--- config.mk ---
export PLATFORM = sky130hd
export DESIGN_NAME = emi_fix
export DESIGN_NICKNAME = d
export VERILOG_FILES = /design/src/hw/rtl/emi_pkg.sv /design/src/hw/rtl/emi_fix.sv
export SDC_FILE = /design/constraint.sdc
export NUM_CORES = 1
export LEC_CHECK = 0
export BUFFER_PORTS_ARGS = -buffer_cell sky130_fd_sc_hd__buf_2
export CORE_UTILIZATION = 45
export CTS_CLUSTER_SIZE = 8
export DETAILED_ROUTE_END_ITERATION = 16
export PLACE_DENSITY_LB_ADDON = 0.15
export SYNTH_ARGS = -nofsm -noshare
export SYNTH_HDL_FRONTEND = slang
export SYNTH_SLANG_ARGS = --single-unit
export TNS_END_PERCENT = 5
--- constraint.sdc ---
create_clock -name clk -period 0.8 [get_ports clk]
set_input_delay 0.12 -clock clk [delete_from_list [all_inputs] [get_ports clk]]
set_output_delay 0.12 -clock clk [all_outputs]
set_load 0.01 [all_outputs]
--- src/hw/rtl/emi_pkg.sv ---
`timescale 1ns / 1ps
`default_nettype none
// ----------------------------------------------------------------------------
// emi_pkg: shared types and constants for the Euclidean modulo unit
// Port field width, default operand width, and the control word that rides
// along the divider pipeline.
// ----------------------------------------------------------------------------
package emi_pkg;

	// width of the operand and remainder ports
	localparam int FIELD_W = 64;

	// default operand width used inside the unit
	localparam int DATA_WIDTH_DEF = 64;

	// control word carried beside the data at every stage
	typedef struct packed {
		logic valid;  // stage holds a live word
		logic neg;    // signed mode, dividend negative
		logic zero;   // divisor was zero
	} ctl_t;

endpackage
`default_nettype wire

--- src/hw/rtl/emi_fix.sv ---
`timescale 1ns / 1ps
`default_nettype none
// ----------------------------------------------------------------------------
// emi_fix: sign correction and output register
// Folds a nonzero remainder of a negative dividend to |b| - r, forces zero
// on a zero divisor, and drives the result strobe.
// ----------------------------------------------------------------------------
module emi_fix #(
	parameter int W = emi_pkg::DATA_WIDTH_DEF
) (
	input  wire logic          clk,
	input  wire logic          arst_n,
	input  wire emi_pkg::ctl_t ctl_i,
	input  wire logic [W-1:0]  r_i,
	input  wire logic [W-1:0]  b_i,
	output logic               done_q,
	output logic [W-1:0]       rem_q,
	output logic               zero_q
);

	logic [W-1:0] rem_nxt;

	always_comb begin
		if (ctl_i.zero) begin
			rem_nxt = '0;
		end else if (ctl_i.neg && (r_i != '0)) begin
			rem_nxt = b_i - r_i;
		end else begin
			rem_nxt = r_i;
		end
	end

	always_ff @(posedge clk or negedge arst_n) begin
		if (!arst_n) begin
			done_q <= 1'b0;
		end else begin
			done_q <= ctl_i.valid;
		end
	end

	always_ff @(posedge clk) begin
		rem_q  <= rem_nxt;
		zero_q <= ctl_i.zero;
	end

endmodule
`default_nettype wire

==> results by group <==
Yosys
  • Post-synth top area share: 0.2009
  • Unique masters post-synth: 82
  • Cell count after synthesis: 889
  • Cell accounting for the most synthesized area: dfxtp_1
  • Main synth FF type: dfxtp_1
  • Area of the mapped netlist: 6476 um2
  • Syn_nets: 1086
  • Post-synth EDFFs: 0
  • YS warnings: 0
  • Post-synthesis sequential area ratio: 0.2048
  • #FFs+latches synth: 66
  • Synthesized area per cell: 7.285 um2
  • Ys async rst share: 0.01515
  • Area contributors post-synth: dfxtp_1, ha_1, a21oi_1, nor2_1, inv_1

Route
  • Met1 wire length: 10400 um
  • ANT nets after route: 0
  • Post-DR wirelength/cell: 16.36 um
  • DR WL met3: 1459 um
  • TritonRoute pass-1 iters: 5
  • Detail Route met2 WL: 12250 um
  • Remaining DRCs: 0
  • Vias post-DR: 8302
  • Via density: 5.433
  • Post-Route WL: 24990 um
  • Highest metal used: met4
  • First DRT Iteration DRCs: 485

Global route
  • Vias in the first global route: 7766
  • GRT overflow: 0
  • Largest net degree at the start of global routing: 28
  • Global-route wire length before repair: 36490 um
  • Antenna violations before repair: 1
  • Tot GR Track Use: 0.3155

Hold path
  • Hold Crit Class: in2reg

CTS
  • Clk slew on worst S/H paths: 0.06 ns
  • H-Tree Level Count: 3
  • CTS tree: built
  • CTS buffer count: 9
  • Clk sink count: 66
  • CTS root buffer: clkbuf_16
  • CTS max path bufs: 2

STA
  • Final setup violation count: 130
  • Fmax: 389.7 MHz
  • Minimum clock period: 2.566 ns
  • Hold WS: 0.03438 ns
  • Final Hold Viols: 0
  • Least-Margin Pin Slew: 0.4377 ns
  • Min setup slack post-route: -1.766 ns
  • Post-Route Setup TNS: -93.75 ns
  • Fin crit share: 3.208
  • RSZ-0062 raised after global routing: yes
  • Max Slew Vio Count: 0
  • Max-slew headroom: 0.7051

Finish
  • Share of layout cells above drive strength 1: 0.4766
  • Final #Nets: 1539
  • Final core utilization: 0.7850
  • Area growth syn-to-layout: 68.90%

Worst setup path
  • Critical path arrival: 2.81 ns
  • Family with the most delay on the worst path: compound AO/OA/AOI/OAI gates
  • Crit. End Element: register
  • Startpoint Class: input pin
  • Cell-by-cell trace of the critical path: buf_8, inv_12, ha_4, fa_2, and2b_1, o31a_4, o211ai_4, a2111oi_4, o31ai_2, a21oi_2, nor2b_2, o31ai_4, a221oi_2, xor2_1, o21ai_1
  • Crit Path Class: in2reg
  • Worst path buffer plus inverter count: 2
  • Crit-path max FO: 3
  • CP peak stage delay: 0.34 ns
  • CP required: 1.04 ns
  • Cell with the biggest individual delay on the critical path: o31ai_2

Flow run
  • Max Cap Viol: 0

Power and ir drop
  • Worst vdd ir: 1.158 mV
  • Power Dens Cells: 1412 nW/um2
  • Lkg Pwr: 5.501 nW

Floorplan
  • Core region area: 13930 um2
  • Rows: 43
  • DIE AREA: 14880 um2
  • DIE WIDTH: 122.0 um
  • Die height: 122.0 um
  • # IOs: 199
  • Starting density of the core: 0.4648

Place
  • Hpwl dp: 18900 um
  • Port-buffer cells: 198
  • Gp weighted congestion: 0.9544

Run status
  • Failing checks: setup timing
  • Outcome: finished, violations left
[through the flow]
step / std cells / power (mW) / instance area [um2] / worst slack (ns)
5_1_grt: 1528 / 16.21 / 10940 / -1.905
6_report: 1528 / 15.44 / 10940 / -1.766
3_3_place_gp: 1497 / 10.19 / 9641 / -2.100
3_5_place_dp: 1497 / 10.28 / 9641 / -2.165
4_1_cts: 1520 / 14.74 / 10360 / -1.755
2_1_floorplan: 889 / 7.176 / 6504 / -1.858
[where the power goes]
group,internal [mW],switching (mW)
clock,2.49,1.59
combinational,3.86,3.68
sequential,3.66,0.150
[registers in the layout (all words and copies together), names as in the netlist]
name and cells:
rem_q 64, done_q 1, zero_q 1
[Yosys cell counts, types with 2 or more instances]
cell type  instances
buf_2             16
o21ai_0           35
xor2_1            29
a21o_1            31
nor4_1            19
ha_1              63
o21ai_1            9
nor2_1           115
nand3_1           13
nor4bb_1           2
or2_2              2
a21oi_2            3
xnor2_1           23
a211o_1            2
o31ai_2            2
nor4b_1            3
o21a_1             9
and3_1             7
nand2_1           65
nor3b_1            2
mux2i_1           14
o21bai_1          12
a21oi_1          105
buf_1              2
inv_1             74
o22ai_1            2
nor2b_1           11
a31oi_1           10
dfxtp_1           65
nor3_1            13
o31ai_4            2
a221oi_1           2
nand4_1           30
o211ai_1           4
clkbuf_1          33
nand2b_1          10
o31a_1             3
a211oi_1           3
[layer usage]
layer,track usage,vias to the layer above
met1,0.3897,3872
met4,0.1458,0
met2,0.5399,333
met5,0,-
met3,0.04167,58
li1,-,4039
[cell usage in the layout (no fill, tap or decap), types with 12 or more instances in the layout]
cell	synthesis	layout
nor3_1	13	12
ha_1	63	50
o21bai_1	12	12
inv_1	74	64
nor4_1	19	13
mux2i_1	14	14
buf_2	16	153
buf_6	0	48
a21o_1	31	31
nand3_1	13	13
buf_4	0	285
xnor2_1	23	20
o21ai_1	9	18
xor2_1	29	27
a21oi_2	3	14
nand2_1	65	65
ha_4	0	13
a21oi_1	105	90
nor2_1	115	112
dfxtp_2	0	34
nand4_1	30	30
o21ai_0	35	20
dfxtp_1	65	31
[cell families (layout without fill, tap and decap cells)]
group / after synthesis / in the layout / synth area share
adders and majority gates: 64 / 64 / 0.1248
xor gates and xnor gates: 52 / 52 / 0.07032
other: 0 / 1 / 0
buffers and inverters: 126 / 584 / 0.07631
and+or+nand+nor: 306 / 306 / 0.2295
DFF: 66 / 66 / 0.2048
AOI/OAI and AO/OA: 260 / 260 / 0.2709
muxes: 15 / 15 / 0.02338
[repair_timing]
| action | CTS | global route |
|---|---|---|
| setup endpoints to repair | 130 | 130 |
| pin swaps | 33 | 57 |
| endpoints found under the hold margin | 2 | 0 |
| setup buffers | 5 | 7 |
| hold buffers | 2 | 0 |
| gates resized for setup | 82 | 119 |
[path summary, 6_finish.rpt]
kind / startpoint / endpoint / slack [ns] / depth (start not counted)
max in group asynchronous: arst_n / done_q / 0.63 / 2
setup / recovery: b_i[0] / rem_q[62] / -1.77 / 15
min in group asynchronous: arst_n / done_q / 0.09 / 2
hold / removal: r_i[50] / rem_q[50] / 0.03 / 3
[layout make-up]
class	instances	area (um2)
Inverter	74	295.3
Timing Repair Buffer	494	3561
Sequential cell	66	1369
Multi-Input combinational cell	697	5195
Antenna cell	1	2.502
Clock inverter	3	40.04
Tap cell	180	225.2
Clock buffer	13	250.2
Fill cell	990	2997
Power figures use the tool's default switching activity.
