`src/hw/rtl/emi_pkg.sv`:
```
`timescale 1ns / 1ps
`default_nettype none
// ----------------------------------------------------------------------------
// emi_pkg: shared types and constants for the Euclidean modulo unit
// Port field width, default operand width, and the control word that rides
// along the divider pipeline.
// ----------------------------------------------------------------------------
package emi_pkg;

	// width of the operand and remainder ports
	localparam int FIELD_W = 64;

	// default operand width used inside the unit
	localparam int DATA_WIDTH_DEF = 64;

	// control word carried beside the data at every stage
	typedef struct packed {
		logic valid;  // stage holds a live word
		logic neg;    // signed mode, dividend negative
		logic zero;   // divisor was zero
	} ctl_t;

endpackage
`default_nettype wire

```
`src/hw/rtl/emi_prep.sv`:
```
`timescale 1ns / 1ps
`default_nettype none
// ----------------------------------------------------------------------------
// emi_prep: operand conditioning stage
// Masks operands to W bits, takes magnitudes in signed mode, flags a zero
// divisor, and registers the result for the cell chain.
// ----------------------------------------------------------------------------
module emi_prep #(
	parameter int W = emi_pkg::DATA_WIDTH_DEF
) (
	input  wire logic                  clk,
	input  wire logic                  arst_n,
	input  wire logic                  accept,
	input  wire logic                  func,
	input  wire logic [W-1:0]          a,
	input  wire logic [W-1:0]          b,
	output emi_pkg::ctl_t              ctl_s1,
	output logic [W-1:0]               a_s1,
	output logic [W-1:0]               b_s1
);

	logic          is_signed;
	logic          a_neg;
	logic          b_neg;
	logic [W-1:0]  ma;
	logic [W-1:0]  mb;

	always_comb begin
		is_signed = ~func;
		a_neg     = is_signed & a[W-1];
		b_neg     = is_signed & b[W-1];
		ma        = a_neg ? (~a + 1'b1) : a;
		mb        = b_neg ? (~b + 1'b1) : b;
	end

	always_ff @(posedge clk or negedge arst_n) begin
		if (!arst_n) begin
			ctl_s1 <= '0;
		end else begin
			ctl_s1.valid <= accept;
			ctl_s1.neg   <= a_neg;
			ctl_s1.zero  <= (b == '0);
		end
	end

	// payload, no reset
	always_ff @(posedge clk) begin
		a_s1 <= ma;
		b_s1 <= mb;
	end

endmodule
`default_nettype wire

```
`config.mk`:
```
export PLATFORM = sky130hd
export DESIGN_NAME = emi_prep
export DESIGN_NICKNAME = d
export VERILOG_FILES = /design/src/hw/rtl/emi_pkg.sv /design/src/hw/rtl/emi_prep.sv
export SDC_FILE = /design/constraint.sdc
export NUM_CORES = 1
export LEC_CHECK = 0
export BUFFER_PORTS_ARGS = -buffer_cell sky130_fd_sc_hd__buf_2
export CAP_MARGIN = 10
export CORE_MARGIN = 2
export CORE_UTILIZATION = 30
export CTS_CLUSTER_SIZE = 25
export DETAILED_ROUTE_END_ITERATION = 12
export PLACE_DENSITY = 0.64
export SYNTH_ARGS = -nofsm -noshare
export SYNTH_HDL_FRONTEND = slang
export SYNTH_SLANG_ARGS = --single-unit
```
`constraint.sdc`:
```
create_clock -name clk -period 0.8 [get_ports clk]
set_clock_uncertainty 0.15 [all_clocks]
set_input_delay 0.16 -clock clk [delete_from_list [all_inputs] [get_ports clk]]
set_output_delay 0.16 -clock clk [all_outputs]
set_load 0.005 [all_outputs]
```
==> out/qor.yml <==
floorplan:
  core-area_mm2: 0.0180
  start_util_pct: 30.5
  design.portCount: 263
  rows: 49
  chipWidth_um: 139
  height_of_the_die_um: 139
  fp.dieArea_mm2: 0.0193
cts:
  number_of_clock_sinks: 131
  clk_transition_reported_paths_ns: 0.06
  cts.htree.levels: 4
  tritoncts: "yes"
  cts-buffers-inserted: 17
  cts.path.max_buffers: 2
  clock_tree_root: "sky130_fd_sc_hd__clkbuf_16"
sta:
  timing.fmax_mhz: 505
  rsz0062_at_grt: "yes"
  timing.final.hold_violations: 119
  timing.final.crit_period_ns: 1.98
  post-route-period-util_pct: 248
  timing.final.setup_violations: 253
  hold-worst-slack_ns: -0.191
  slew_violations: 0
  worstMarginPinSlew_ns: 0.570
  timing.max_slew.rel_slack_pct: 61.7
  setup_slack_ns: -1.18
power:
  netSwitchingPower_mw: 5.14
  sequentialPowerShare_pct: 38.6
  comb_power_share_pct: 21.2
  ir_drop_mv: 1.43
  clockPowerShare_pct: 40.2
  leakagePower_nw: 5.36
  power-per-cell-area_mw_per_mm2: 1640
  power.internal_mw: 14.2
  sw_frac_of_total_pct: 26.5
final_layout:
  fillerInstances: 1310
  postLayoutCellArea_mm2: 0.0118
  drive_above_1_share_pct: 68.3
  nets: 1245
  finish.cell_count_without_fillers: 1354
  final_util_pct: 65.7
  area_delta_synth_final_pct: 115
drt:
  wirelength_mm: 21.7
  drtIter0Drc: 226
  avgRoutedWirePerCell_um: 16.0
  route.detailed.vias_per_inst: 4.73
  final_antenna_net_count: 0
  detailroute.via_count: 6400
  drt-pass1-iter-count: 5
  drc: 0
run:
  cap_viol_max_count: 0
critical_path:
  timing.critical_path.from_type: "input port"
  critical_path_class: "input port to flop"
  worst_setup_path_end_kind: "flop"
  cp_data_arrival_time_ns: 2.17
  critical_path.max_fanout: 5
  worst-endpoint-required_ns: 0.98
yosys:
  mappedNetlistArea_mm2: 0.00548
  synth_sequential_area_ratio_pct: 48.2
  synth-seq-cells: 131
  synth_cells: 584
  synth.avg_cell_area_um2: 9.38
  mappedNetlistNets: 718
  ys_types: 39
  yosys_warnings: 0
outcome:
  failed_checks: "negative hold slack, negative setup slack"
  outcome: "finished, violations left"
placement:
  placedCellCount: 1279
  io_buffer_count: 262
  dp_hpwl_mm: 15.5
  gp_congestion: 0.825
  place_worst_setup_slack_ns: -1.70
  post_dp_cell_area_mm2: 0.00946
global_routing:
  grt_max_degree: 25
  grt_overflow_total: 0
  number_of_global_route_vias_before_repair: 6474
  wire_length_of_the_first_global_routing_pass_mm: 33.1
  antenna_found_initial: 1
  grtUsageTotal_pct: 21.3
min_path:
  hp-class: "input port to flop"
cell usage in the layout, fill, tap and decap left out, drive strengths merged, types with 2 or more instances in the layout:
cell type and instances:
ha 2, dfxtp 128, clkbuf 20, and4 2, or3 3, nand3 5, nand2b 11, a21oi 45
xor2 84, bufinv 2, or4 8, dlygate4sd3 4, o31ai 8, buf 522, a31oi 29, a41oi 5
nor4 24, xnor2 38, nand4 6, o21ai 12, dfrtp 3, nor2b 4, clkinv 4, clkinvlp 4
nor3 33, nor2 66, inv 19, nor3b 2, o41ai 6, nand2 18
per-stage QoR:
stage,TNS [ns],total power [mW]
floorplan,-110.29,8.73
global placement,-138.71,10.9
global route,-136.51,20.1
finish,-126.09,19.4
CTS,-122.74,19.2
detailed placement,-139.03,10.9
registers in the layout (all words and copies together), names as in the netlist:
signal,cells
a_s1,64
b_s1,64
ctl_s1,3
metal layers:
metal  wire, um  part of all wire (%)  vias up  global-route usage [%]
met5         11                 0.051        -                       0
met4        395                   1.8        2                    5.00
met3       1640                   7.5       39                    7.04
met2      11100                    51      257                    38.7
met1       8590                    40     2993                    24.2
li1           -                     -     3109                       -
cells in the mapped netlist:
master / number / share of area [%]
sky130_fd_sc_hd__buf_1: 1 / 0.068
sky130_fd_sc_hd__or3_1: 2 / 0.23
sky130_fd_sc_hd__o21ai_0: 12 / 1.1
sky130_fd_sc_hd__nor3_2: 1 / 0.18
sky130_fd_sc_hd__nor4_1: 24 / 2.7
sky130_fd_sc_hd__o41ai_4: 1 / 0.50
sky130_fd_sc_hd__xor2_1: 84 / 13
sky130_fd_sc_hd__nor4b_1: 1 / 0.16
sky130_fd_sc_hd__a31oi_1: 29 / 3.3
sky130_fd_sc_hd__or4_4: 1 / 0.21
sky130_fd_sc_hd__clkbuf_2: 1 / 0.091
sky130_fd_sc_hd__buf_2: 1 / 0.091
sky130_fd_sc_hd__dfxtp_1: 128 / 47
sky130_fd_sc_hd__nand4_1: 6 / 0.69
sky130_fd_sc_hd__xnor2_1: 38 / 6.1
sky130_fd_sc_hd__and3_1: 1 / 0.11
sky130_fd_sc_hd__nand2_1: 18 / 1.2
sky130_fd_sc_hd__nor3_1: 32 / 2.9
sky130_fd_sc_hd__nor2_1: 66 / 4.5
sky130_fd_sc_hd__ha_1: 2 / 0.46
sky130_fd_sc_hd__a21oi_1: 45 / 4.1
sky130_fd_sc_hd__nor3b_1: 2 / 0.27
sky130_fd_sc_hd__nand4bb_1: 1 / 0.21
sky130_fd_sc_hd__nor4bb_1: 1 / 0.18
sky130_fd_sc_hd__and4_1: 2 / 0.32
sky130_fd_sc_hd__o41ai_1: 5 / 0.80
sky130_fd_sc_hd__or3_4: 1 / 0.21
sky130_fd_sc_hd__or4_1: 7 / 0.96
sky130_fd_sc_hd__inv_1: 16 / 1.1
sky130_fd_sc_hd__nand4b_1: 1 / 0.16
sky130_fd_sc_hd__and2_1: 1 / 0.11
sky130_fd_sc_hd__nand3_1: 5 / 0.46
sky130_fd_sc_hd__a21o_1: 1 / 0.14
sky130_fd_sc_hd__a41oi_1: 5 / 0.80
sky130_fd_sc_hd__nor2b_1: 4 / 0.46
sky130_fd_sc_hd__o31ai_1: 8 / 1.1
sky130_fd_sc_hd__clkbuf_1: 17 / 1.2
sky130_fd_sc_hd__dfrtp_1: 3 / 1.4
sky130_fd_sc_hd__nand2b_1: 10 / 1.1
critical path: stages:
cell	delay, ns
sky130_fd_sc_hd__buf_6	0.09
sky130_fd_sc_hd__or4_1	0.52
sky130_fd_sc_hd__or4_4	0.61
sky130_fd_sc_hd__or3_4	0.40
sky130_fd_sc_hd__o41ai_4	0.22
sky130_fd_sc_hd__xnor2_1	0.16
area by class of cell:
class / count / area [um2] / area share (%)
inverters: 16 / 105 / 0.891
clock inverters: 12 / 131 / 1.11
clock buffers: 20 / 447 / 3.79
well taps: 229 / 287 / 2.43
multi-input cells: 418 / 4100 / 34.7
repair inverters: 1 / 8.76 / 0.0743
repair buffers: 526 / 4020 / 34.1
flip-flops and latches: 131 / 2690 / 22.8
diodes: 1 / 2.50 / 0.0212
power groups by stage:
stage / registers, mW / clock network, mW / logic, mW
floorplan: 7.62 / 0 / 1.11
global placement: 7.53 / 0 / 3.32
detailed placement: 7.53 / 0 / 3.37
CTS: 7.44 / 7.91 / 3.82
global route: 7.54 / 8.19 / 4.40
finish: 7.49 / 7.78 / 4.11
final timing paths:
path                        start         to  slack, ns  depth (start not counted)
worst min-delay path        b[29]   b_s1[29]      -0.19                          2
max in group asynchronous  arst_n  ctl_s1[1]       0.47                          2
min in group asynchronous  arst_n  ctl_s1[2]      -0.08                          2
worst max-delay path        a[27]   a_s1[45]      -1.18                          6
timing repair:
| item | in CTS | in global routing |
|---|---|---|
| endpoints found under the hold margin | 126 | 118 |
| setup buffers | 27 | 22 |
| cloned | 2 | 0 |
| gates resized for setup | 220 | 114 |
| endpoints found under the setup margin | 257 | 254 |
| pin swaps | 79 | 74 |
| hold buffers | 3 | 1 |
logic make-up after synthesis:
logic type	after synthesis	synth area share [%]
AND/OR/NAND/NOR	187	17.5
AO/OA/AOI/OAI	106	11.9
adder cells (fa/ha/maj)	2	0.457
flip-flops	131	48.2
buffers and inverters	36	2.51
XOR/XNOR	122	19.5
(Power assumes the default switching activity.)
